--- config.mk ---
export PLATFORM = sky130hd
export DESIGN_NAME = rgbled_wave
export DESIGN_NICKNAME = d
export VERILOG_FILES = /design/src/rtl/core/rgbled_pkg.sv /design/src/rtl/core/rgbled_wave.sv
export SDC_FILE = /design/constraint.sdc
export NUM_CORES = 1
export LEC_CHECK = 0
export BUFFER_PORTS_ARGS = -buffer_cell sky130_fd_sc_hd__buf_4
export CORE_ASPECT_RATIO = 0.5
export CORE_MARGIN = 10
export CORE_UTILIZATION = 53
export DETAILED_ROUTE_END_ITERATION = 10
export PLACE_DENSITY = 0.81
export SLEW_MARGIN = 20
export SYNTH_ARGS = -nofsm -noshare
export SYNTH_HDL_FRONTEND = slang
export SYNTH_SLANG_ARGS = --single-unit
--- constraint.sdc ---
create_clock -name clk -period 4 [get_ports clk]
set_input_delay 0.2 -clock clk [delete_from_list [all_inputs] [get_ports clk]]
set_output_delay 0.2 -clock clk [all_outputs]
set_load 0.005 [all_outputs]
--- src/rtl/core/rgbled_pkg.sv ---
`timescale 1ns / 1ps
// ----------------------------------------------------------------------------
// rgbled_pkg
// Types and constants shared by the LED strip serial driver files.
// ----------------------------------------------------------------------------
package rgbled_pkg;

	localparam int FUNC_W     = 3;
	localparam int IDX_W      = 10;
	localparam int COLOR_W    = 8;
	localparam int TIME_W     = 8;
	localparam int GAP_W      = 16;
	localparam int LED_CNT_W  = 11;
	localparam int STATUS_W   = 2;
	localparam int CFG_IDX_W  = 3;
	localparam int CFG_DATA_W = 16;

	// command codes
	localparam logic [FUNC_W-1:0] FN_TICK  = 3'd0;
	localparam logic [FUNC_W-1:0] FN_SET   = 3'd1;
	localparam logic [FUNC_W-1:0] FN_FILL  = 3'd2;
	localparam logic [FUNC_W-1:0] FN_CLEAR = 3'd3;
	localparam logic [FUNC_W-1:0] FN_SEND  = 3'd4;

	// status codes
	localparam logic [STATUS_W-1:0] ST_OK    = 2'd0;
	localparam logic [STATUS_W-1:0] ST_RANGE = 2'd1;
	localparam logic [STATUS_W-1:0] ST_BUSY  = 2'd2;

	// register indexes
	localparam logic [CFG_IDX_W-1:0] REG_LED_COUNT  = 3'd0;
	localparam logic [CFG_IDX_W-1:0] REG_ZERO_HIGH  = 3'd1;
	localparam logic [CFG_IDX_W-1:0] REG_ZERO_LOW   = 3'd2;
	localparam logic [CFG_IDX_W-1:0] REG_ONE_HIGH   = 3'd3;
	localparam logic [CFG_IDX_W-1:0] REG_ONE_LOW    = 3'd4;
	localparam logic [CFG_IDX_W-1:0] REG_RESET_GAP  = 3'd5;

	// register reset values
	localparam logic [TIME_W-1:0] RST_ZERO_HIGH = 8'd4;
	localparam logic [TIME_W-1:0] RST_ZERO_LOW  = 8'd9;
	localparam logic [TIME_W-1:0] RST_ONE_HIGH  = 8'd8;
	localparam logic [TIME_W-1:0] RST_ONE_LOW   = 8'd5;
	localparam logic [GAP_W-1:0]  RST_GAP       = 16'd800;

	typedef struct packed {
		logic [FUNC_W-1:0]  func;
		logic [IDX_W-1:0]   pixel_index;
		logic [COLOR_W-1:0] red;
		logic [COLOR_W-1:0] green;
		logic [COLOR_W-1:0] blue;
	} cmd_t;

	typedef struct packed {
		logic                line_level;
		logic                busy_res;
		logic [STATUS_W-1:0] status;
	} res_t;

	// timing registers, held at their effective (nonzero) values
	typedef struct packed {
		logic [TIME_W-1:0] zero_high;
		logic [TIME_W-1:0] zero_low;
		logic [TIME_W-1:0] one_high;
		logic [TIME_W-1:0] one_low;
		logic [GAP_W-1:0]  gap;
	} timing_t;

	typedef struct packed {
		logic tick;
		logic start;
	} wave_cmd_t;

	typedef enum logic [1:0] {
		PH_IDLE,
		PH_HIGH,
		PH_LOW,
		PH_GAP
	} phase_t;

	typedef enum logic [2:0] {
		SQ_CLEAR,
		SQ_READY,
		SQ_FILL,
		SQ_LOAD,
		SQ_START
	} seq_state_t;

endpackage

--- src/rtl/core/rgbled_wave.sv ---
`timescale 1ns / 1ps
// ----------------------------------------------------------------------------
// rgbled_wave
// Bit-serial waveform engine: shifts each pixel word out MSB first and times
// the high, low and gap phases in tick items.
// ----------------------------------------------------------------------------
module rgbled_wave #(
	parameter int WORD_W = 24,
	parameter int CW     = 11
) (
	input  logic                  clk,
	input  logic                  arst_n,
	input  rgbled_pkg::wave_cmd_t cmd,
	input  rgbled_pkg::timing_t   timing,
	input  logic [CW-1:0]         pix_limit,
	input  logic [WORD_W-1:0]     start_word,
	input  logic [WORD_W-1:0]     next_word,
	output rgbled_pkg::phase_t    phase,
	output rgbled_pkg::phase_t    phase_nxt,
	output logic [CW-1:0]         send_pixel
);
	import rgbled_pkg::*;

	localparam int BP_W = $clog2(WORD_W);
	localparam logic [BP_W-1:0] LAST_BIT = BP_W'(WORD_W - 1);

	phase_t            phase_q, phase_d;
	logic [GAP_W-1:0]  tick_q, tick_d;
	logic [BP_W-1:0]   bit_q, bit_d;
	logic [CW-1:0]     pix_q, pix_d;
	logic [WORD_W-1:0] word_q, word_d;
	logic [WORD_W-1:0] shifted;
	logic [CW-1:0]     pix_inc;
	logic [GAP_W-1:0]  start_high, shift_high, next_high, cur_low;

	assign shifted = {word_q[WORD_W-2:0], 1'b0};
	assign pix_inc = pix_q + CW'(1);

	// high phase length follows the bit that is about to go out
	assign start_high = start_word[WORD_W-1] ? GAP_W'(timing.one_high) : GAP_W'(timing.zero_high);
	assign shift_high = shifted[WORD_W-1]    ? GAP_W'(timing.one_high) : GAP_W'(timing.zero_high);
	assign next_high  = next_word[WORD_W-1]  ? GAP_W'(timing.one_high) : GAP_W'(timing.zero_high);
	assign cur_low    = word_q[WORD_W-1]     ? GAP_W'(timing.one_low)  : GAP_W'(timing.zero_low);

	always_comb begin
		phase_d = phase_q;
		tick_d  = tick_q;
		bit_d   = bit_q;
		pix_d   = pix_q;
		word_d  = word_q;
		if (cmd.start) begin
			phase_d = PH_HIGH;
			tick_d  = start_high;
			bit_d   = '0;
			pix_d   = '0;
			word_d  = start_word;
		end else if (cmd.tick && phase_q != PH_IDLE) begin
			if (tick_q > GAP_W'(1)) begin
				tick_d = tick_q - GAP_W'(1);
			end else begin
				unique case (phase_q)
					PH_HIGH: begin
						phase_d = PH_LOW;
						tick_d  = cur_low;
					end
					PH_LOW: begin
						word_d = shifted;
						if (bit_q == LAST_BIT) begin
							bit_d = '0;
							pix_d = pix_inc;
							if (pix_inc >= pix_limit) begin
								phase_d = PH_GAP;
								tick_d  = timing.gap;
							end else begin
								// next word was prefetched while this pixel went out
								word_d  = next_word;
								phase_d = PH_HIGH;
								tick_d  = next_high;
							end
						end else begin
							bit_d   = bit_q + BP_W'(1);
							phase_d = PH_HIGH;
							tick_d  = shift_high;
						end
					end
					PH_GAP: begin
						phase_d = PH_IDLE;
						tick_d  = '0;
						bit_d   = '0;
						pix_d   = '0;
					end
					PH_IDLE: begin
					end
					default: begin
					end
				endcase
			end
		end
	end

	always_ff @(posedge clk or negedge arst_n) begin
		if (!arst_n) begin
			phase_q <= PH_IDLE;
			tick_q  <= '0;
			bit_q   <= '0;
			pix_q   <= '0;
			word_q  <= '0;
		end else begin
			phase_q <= phase_d;
			tick_q  <= tick_d;
			bit_q   <= bit_d;
			pix_q   <= pix_d;
			word_q  <= word_d;
		end
	end

	assign phase      = phase_q;
	assign phase_nxt  = phase_d;
	assign send_pixel = pix_q;

endmodule

==> metrics, run 1 <==
NetSw=0.499 mW; setup violators final=0; sequential power share=0.377; Hold Fails Final Rpt=0; register area=0.00145 mm²; TritonCTS clock tree=built; worst hold-check path type=input pin to flop; GPL Wtd Cong=0.971; commonest non-fill, non-tap cell in the layout=buf_4; worst-path maximum fanout=6; maxcap violations=0; Resize count post-CTS=0; I/O pin count=126; clock power share=0.445; fin crit period=3610 ps; ys flop type=dfrtp_1; Antenna diodes=0; Seq/Total Area, Yosys=0.329; router iterations before antenna repair=5; EDFF count, synth=0; Synth warnings=0; Seq cells post-synth=58; row count=23; clock sink count=58; Setup TNS=0 ps; clk_lat worst skew=340 ps; Die Wd=149 µm; Power Dens Cells=315 mW/mm²; Worst Path Arrival=3410 ps; Worst setup EP type=output port; CTS H-Tree Depth=3; Startpoint Class=flop; Slew Viols, Final=0; worst slew pin tran=887 ps; post-route clock skew=6.87 ps; total CTS buffers=9; fin crit share=0.901; fraction of registers with async set/reset=1.00; ANT nets after route=0; number of global-route vias before repair=4602; CTS max path bufs=2; Via Count=4668; worst reg2reg path startpoint=send_pixel[2]; most frequent cells in the layout=133 x buf_4, 67 x nand2_1, 58 x dfrtp_1; combinational share of power=0.178; fmax=277 MHz; initial antenna violation count=0; RR Endpoint=tick_q[13]; Via-to-Cell Ratio=6.24; DRC=0; Initial Utilization=0.547; Clk pin slew, worst setup/hold paths=50 ps; Fill cells=673; Die Height=84.5 µm; hold depth=3; Setup WS pre-CTS=763 ps; per-cell routed wire length=19.3 µm; average cell area after synthesis=8.61 µm²; area grow syn2layout=28.4%; first-pass GRT wire length=22.9 mm; worst r2r path cells=13; post-synth cell types=70; All-Layer GR Usage=0.220; Layout Utilization=0.702; Final WS setup=394 ps; slew margin rel.=0.405; total congestion overflow=0; CTS root buffer=clkbuf_16; min-delay src=start_word[0]; initial DRC count=442; switching share of power=0.280; area of the multi-input gates=0.00269 mm²; Core ar.=0.00806 mm²; worst path required time=3800 ps; Synth Cell Area=0.00441 mm²; flop2flop setup slack=700 ps; WHS Endpoint=word_q[0]; count of buffers from port buffering=125; RSZ-0062 raised after global routing=false; Power Internal=1.28 mW; layout cell share with drive strength beyond 1=0.274; Static Leakage=2.68 nW; Final #Nets=760; status=completed; largest net degree at the start of global routing=59; syn nets=641; kind of critical path=flop to output port; Post-Synthesis Cells=512; WL final=14.5 mm; detailed placer's ending HPWL=10.6 mm; Die ar.=0.0126 mm²; VDD IR-drop max=0.219 mV
## how the worst max path moves through the flow
stage                   endpoint  cells after the start  slack (ps)           from
detailed placement     tick_q[0]                     12         760  send_pixel[0]
global placement       tick_q[0]                     12         850  send_pixel[0]
global route        phase_nxt[1]                     12         130  send_pixel[0]
finish              phase_nxt[1]                     12         390  send_pixel[0]
floorplan             word_q[10]                     12         940  send_pixel[0]
CTS                 phase_nxt[1]                     12         390  send_pixel[0]
## power groups by stage
stage / combinational, mW / sequential [mW] / clock [mW]
finish: 0.317 / 0.672 / 0.794
global route: 0.347 / 0.677 / 0.827
CTS: 0.313 / 0.670 / 0.798
detailed placement: 0.311 / 0.678 / 0
global placement: 0.304 / 0.678 / 0
floorplan: 0.188 / 0.662 / 0
## layout make-up
class	count	share of cell area
clock inverters	6	0.0117
flip-flops and latches	58	0.256
inverters	16	0.0106
clock buffers	10	0.0422
well taps	112	0.0248
repair buffers	134	0.178
multi-input cells	412	0.476
## kinds of logic (layout without fill, tap and decap cells)
kind of cell / after synthesis / after routing / synth area share
and+or+nand+nor: 194 / 194 / 0.224
AOI/OAI and AO/OA: 158 / 158 / 0.239
DFF: 58 / 58 / 0.329
buffers and inverters: 42 / 166 / 0.0607
muxes: 33 / 33 / 0.0775
adders and majority gates: 18 / 18 / 0.0511
xor gates and xnor gates: 9 / 9 / 0.0179
## layer usage
layer / routed length (µm) / global-route usage / part of all wire
met5: 0 / 0 / 0
met4: 295 / 0.0726 / 0.020
met3: 1660 / 0.0867 / 0.12
met2: 6450 / 0.348 / 0.45
met1: 6040 / 0.269 / 0.42
## repair_timing
item	in CTS	in global routing
hold buffers	1	0
buffers inserted	0	0
endpoints found under the setup margin	0	0
hold endpoints to repair	58	0
## worst max-delay path, stage by stage, from the launching register on
cell and delay, ps:
dfrtp_1 430, ha_1 280, and3_1 260, and3_1 260, nand3_1 110, xnor2_1 160, ha_1 310, nand3_1 120
o41a_1 450, nand2_1 110, a21oi_1 70, o32ai_1 340, buf_4 180
## sequential cells by signal (all words and copies together), names as in the netlist
register,count
word_q,24
tick_q,16
send_pixel,11
bit_q,5
phase,2
## Yosys cell counts (3+ instances only)
cell type / number / area share
buf_6: 6 / 0.015
a21oi_1: 31 / 0.035
nand2_1: 67 / 0.057
buf_2: 6 / 0.0068
nor2b_1: 4 / 0.0057
nor2_1: 26 / 0.022
a21o_1: 3 / 0.0051
clkbuf_1: 7 / 0.0060
xnor2_1: 4 / 0.0079
a31oi_1: 34 / 0.048
o22ai_1: 22 / 0.031
mux2_2: 9 / 0.023
a22o_1: 4 / 0.0079
ha_1: 18 / 0.051
nor4_1: 11 / 0.016
a2bb2oi_1: 3 / 0.0060
o221ai_1: 5 / 0.0099
nand3_1: 27 / 0.031
xor2_1: 5 / 0.0099
nand4_1: 5 / 0.0071
o211ai_1: 5 / 0.0085
nor3_1: 15 / 0.017
o21ai_0: 16 / 0.018
a22oi_1: 8 / 0.014
inv_1: 15 / 0.013
dfrtp_1: 58 / 0.33
or3_1: 4 / 0.0057
and3_1: 8 / 0.011
nand2b_1: 8 / 0.011
mux2i_1: 24 / 0.054
## per-stage QoR
stage | power, mW | std cells | hold WS [ps] | area, µm²
floorplan | 0.850 | 512 | -95.6 | 4410
global placement | 0.983 | 731 | 329 | 5340
detailed placement | 0.989 | 731 | 325 | 5340
CTS | 1.78 | 748 | 67.3 | 5660
global route | 1.85 | 748 | 77.6 | 5660
finish | 1.78 | 748 | 75.3 | 5660
Power figures use the tool's default switching activity.
==> run 2: changes to the inputs <==
==> constraint.sdc (replaced) <==
create_clock -name clk -period 4 [get_ports clk]
set_input_delay 0.8 -clock clk [delete_from_list [all_inputs] [get_ports clk]]
set_output_delay 0.8 -clock clk [all_outputs]
set_load 0.005 [all_outputs]
==> metrics, run 2 (synthesis gave the netlist of run 1 again) <==
total congestion overflow=0; slew margin rel.=0.480; Top reg by flops=word_q; DRC=0; TritonCTS clock tree=built; I/O pin count=126; detailed placer's ending HPWL=10.6 mm; hold depth=2; WL met1=6.29 mm; Startpoint Class=flop; count of buffers from port buffering=125; fmax=257 MHz; GPL Wtd Cong=0.944; setup violators final=0; Layout Utilization=0.721; worst r2r path cells=14; Worst setup EP type=output port; worst reg2reg path startpoint=send_pixel[2]; initial DRC count=388; worst hold-check path type=flop to flop; initial antenna violation count=0; Hold Fails Final Rpt=0; Largest register FFs=24; area grow syn2layout=31.8%; Final #Nets=769; Fill cells=638; CTS max path bufs=2; hold buffers post-CTS=0; Core ar.=0.00806 mm²; first-pass GRT wire length=23.7 mm; Slew Viols, Final=0; Via Count=4713; Worst Path Arrival=3090 ps; Final WS setup=111 ps; Post-Place Cells=734; Antenna diodes=0; Power Dens Cells=316 mW/mm²; WHS Endpoint=word_q[0]; Setup WS pre-CTS=218 ps; Via-to-Cell Ratio=6.23; worst path required time=3200 ps; final non-filler cell total=757; VDD IR-drop max=0.213 mV; All-Layer GR Usage=0.229; row count=23; Met3 Routed Length=1.56 mm; Die Height=84.5 µm; CTS root buffer=clkbuf_16; router iterations before antenna repair=5; maxcap violations=0; Tot Pwr=1.84 mW; Static Leakage=2.73 nW; clk_lat worst skew=340 ps; post-route clock skew=8.14 ps; worst-path maximum fanout=5; largest net degree at the start of global routing=59; Die Wd=149 µm; CTS H-Tree Depth=3; Initial Utilization=0.547; RR Endpoint=tick_q[2]; ANT nets after route=0; fin crit share=0.972; worst slew pin tran=780 ps; met2 routed WL=6.80 mm; per-cell routed wire length=19.7 µm; top sig layer=met4; fin crit period=3890 ps; WL final=14.9 mm; clock sink count=58; flop2flop setup slack=860 ps; worst hold slack=470 ps; commonest non-fill, non-tap cell in the layout=buf_4; most frequent cells in the layout=143 x buf_4, 66 x nand2_1, 56 x dfrtp_1; Die ar.=0.0126 mm²; min-delay src=word_q[0]; Clk pin slew, worst setup/hold paths=50 ps; status=completed; number of global-route vias before repair=4686; layout cell share with drive strength beyond 1=0.305; total CTS buffers=9; kind of critical path=flop to output port
run 2: cell types whose count changed in the layout (fill, tap and decap cells not counted), moves of 2 or more:
cell,previous run,this run
and3_4,1,6
and3_1,8,3
a21oi_1,31,29
a21oi_2,0,2
buf_4,133,143
dfrtp_2,0,2
dfrtp_1,58,56
clkinvlp_4,3,1
run 2: worst max path at each step:
stage	start	end	slack, ps
global route	send_pixel[1]	phase_nxt[1]	-30
detailed placement	send_pixel[1]	phase_nxt[1]	220
global placement	send_pixel[1]	phase_nxt[1]	300
floorplan	send_pixel[0]	phase_nxt[1]	490
CTS	send_pixel[2]	phase_nxt[1]	20
finish	send_pixel[1]	phase_nxt[1]	110
run 2: through the flow:
| stage | instance area (µm²) | setup TNS (ps) |
|---|---|---|
| 3_3_place_gp | 5370 | 0 |
| 6_report | 5810 | 0 |
| 2_1_floorplan | 4410 | 0 |
| 4_1_cts | 5730 | 0 |
| 3_5_place_dp | 5370 | 0 |
| 5_1_grt | 5810 | -33.5 |
run 2: critical path, stage by stage, from the launching register on:
cell and delay (ps):
dfrtp_2 420, ha_4 170, and3_4 200, and3_4 220, nand3_1 100, xnor2_1 160
ha_1 320, nand3_1 130, o41a_1 380, nand2_2 120, a21oi_2 70, o32ai_2 290
buf_4 170
run 2: repair_timing:
item | in CTS | in global routing
pin swaps | 0 | 5
resized for setup | 8 | 8
endpoints found under the setup margin | 1 | 1
buffers inserted | 1 | 6
run 2: area by class of cell:
class                           instances  area (µm²)  share of cell area
Clock buffer                           11         243              0.0418
Tap cell                              112         140              0.0241
Multi-Input combinational cell        412        2760               0.475
Clock inverter                          5        77.6              0.0134
Inverter                               16        60.1              0.0103
Timing Repair Buffer                  143        1070               0.185
Sequential cell                        58        1450               0.250
run 2: layer usage:
| layer | vias to the layer above | track usage |
|---|---|---|
| met5 | - | 0 |
| met4 | 0 | 0.0815 |
| met3 | 32 | 0.0867 |
| met2 | 254 | 0.355 |
| met1 | 2201 | 0.286 |
| li1 | 2226 | - |
run 2: where the power goes:
group	leakage [nW]	internal, mW	total (mW)	switching [mW]
sequential	0.720	0.627	0.672	0.0453
combinational	1.86	0.161	0.319	0.158
clock	0.156	0.560	0.848	0.288
total	2.73	1.35	1.84	0.491
==> run 3: changes to the inputs <==
--- a/config.mk
+++ b/config.mk
@@ -5,7 +5,7 @@
 export SDC_FILE = /design/constraint.sdc
 export NUM_CORES = 1
 export LEC_CHECK = 0
-export BUFFER_PORTS_ARGS = -buffer_cell sky130_fd_sc_hd__buf_4
+export BUFFER_PORTS_ARGS = -buffer_cell sky130_fd_sc_hd__buf_2
 export CORE_ASPECT_RATIO = 0.5
 export CORE_MARGIN = 10
 export CORE_UTILIZATION = 53
==> metrics, run 3 (synthesis gave the netlist of run 1 again) <==
Die Height=84.5 µm; slew margin rel.=0.508; worst-path maximum fanout=5; per-cell routed wire length=19.2 µm; Clk pin slew, worst setup/hold paths=50 ps; detailed placer's ending HPWL=10.4 mm; M3 GR Usage=0.0830; I/O pin count=126; Top reg by flops=word_q; VDD IR-drop max=0.212 mV; clk_lat worst skew=330 ps; number of global-route vias before repair=4582; Setup WS pre-CTS=169 ps; clock sink count=58; met1 usage=0.285; Via Count=4739; CTS H-Tree Depth=3; area grow syn2layout=23.6%; placed cell area=0.00505 mm²; grt met2 use=0.327; WL final=14.5 mm; router iterations before antenna repair=6; Hold Fails Final Rpt=0; worst path required time=3200 ps; TritonCTS clock tree=built; Initial Utilization=0.547; fin crit share=0.975; most frequent cells in the layout=124 x buf_2, 66 x nand2_1, 55 x dfrtp_1; NetSw=0.488 mW; initial antenna violation count=2; worst hold-check path type=input pin to asynchronous set/reset pin; layout cell share with drive strength beyond 1=0.310; hold buffers post-CTS=0; Core ar.=0.00806 mm²; fmax=256 MHz; Worst Path Arrival=3100 ps; Die Wd=149 µm; Power Dens Cells=307 mW/mm²; DRC=0; Fill cells=684; CTS root buffer=clkbuf_16; row count=23; total congestion overflow=0; Static Leakage=2.61 nW; maxcap violations=0; sequential power share=0.401; flop2flop setup slack=850 ps; total CTS buffers=9; largest net degree at the start of global routing=46; Layout Utilization=0.676; Final WS setup=98.2 ps; CTS max path bufs=2; initial DRC count=389; Design Area, Final=0.00545 mm²; Slew Viols, Final=0; post-route clock skew=7.13 ps; count of buffers from port buffering=125; Via-to-Cell Ratio=6.29; status=completed; switching share of power=0.291; clock power share=0.427; first-pass GRT wire length=23.0 mm; Die ar.=0.0126 mm²; kind of critical path=flop to output port; Startpoint Class=flop; ANT nets after route=0; Final #Nets=765; setup violators final=0; Worst setup EP type=output port; worst slew pin tran=734 ps; GPL Wtd Cong=0.917; combinational share of power=0.172; Power Internal=1.19 mW; fin crit period=3900 ps; GRT busiest layer=met2; All-Layer GR Usage=0.219; commonest non-fill, non-tap cell in the layout=buf_2; Largest register FFs=24
run 3: cell types whose count changed in the layout (fill, tap and decap cells not counted), moves of 2 or more:
cell       before  now
buf_2           0  124
buf_4         143   15
bufinv_16       2    0
clkinv_2        2    5
nand3_1        26   23
nand3_2         1    4
run 3: routing by layer:
layer / wire [µm] / share of wire
met5: 11 / 0.00076
met4: 285 / 0.020
met3: 1750 / 0.12
met2: 6430 / 0.44
met1: 5990 / 0.41
run 3: per-stage QoR:
| stage | cells | setup TNS (ps) | hold slack, ps | total power, mW |
|---|---|---|---|---|
| after detailed placement | 734 | 0 | 464 | 0.960 |
| final | 754 | 0 | 478 | 1.67 |
| after CTS | 750 | 0 | 479 | 1.67 |
| after global routing | 753 | -22.4 | 510 | 1.74 |
| after floorplan | 512 | 0 | 438 | 0.850 |
| after global placement | 734 | 0 | 454 | 0.952 |
run 3: final cells by class:
cell class	instances	area (µm²)	share of cell area
inverter	16	60.1	0.0110
timing repair buffer	139	733	0.135
clock buffer	10	239	0.0439
tap	112	140	0.0257
antenna	1	2.50	0.000459
clock inverter	6	32.5	0.00597
multi-input combinational	412	2780	0.511
sequential	58	1460	0.267
run 3: worst max-delay path: stages (launching register included):
cell     delay, ps
dfrtp_1        420
and3_4         220
and3_4         210
and3_4         220
nand3_2        100
xnor2_2        160
ha_1           340
nand3_2        100
o41a_1         360
nand2_2        110
a21oi_2         60
o32ai_2        290
buf_2          170
run 3: timing repair:
item / 4_1_cts / 5_1_grt
setup endpoints to repair: 1 / 1
setup buffers: 0 / 3
resized for setup: 7 / 14
pin swaps: 0 / 4
hold endpoints to repair: 0 / 0
run 3: final timing paths:
kind | startpoint | to | cells after the start
setup / recovery | send_pixel[3] | phase_nxt[1] | 12
hold / removal | arst_n | send_pixel[4] | 1
setup reg to reg | send_pixel[3] | tick_q[13] | 13
hold reg to reg | word_q[0] | word_q[0] | 2
max in group asynchronous | arst_n | word_q[20] | 2
min in group clk | word_q[0] | word_q[0] | 2
run 3: power groups by stage:
| stage | logic (mW) | registers [mW] | clock network, mW |
|---|---|---|---|
| after floorplan | 0.188 | 0.662 | 0 |
| after global placement | 0.275 | 0.678 | 0 |
| after detailed placement | 0.282 | 0.678 | 0 |
| after CTS | 0.283 | 0.669 | 0.718 |
| after global routing | 0.321 | 0.676 | 0.746 |
| final | 0.289 | 0.671 | 0.715 |
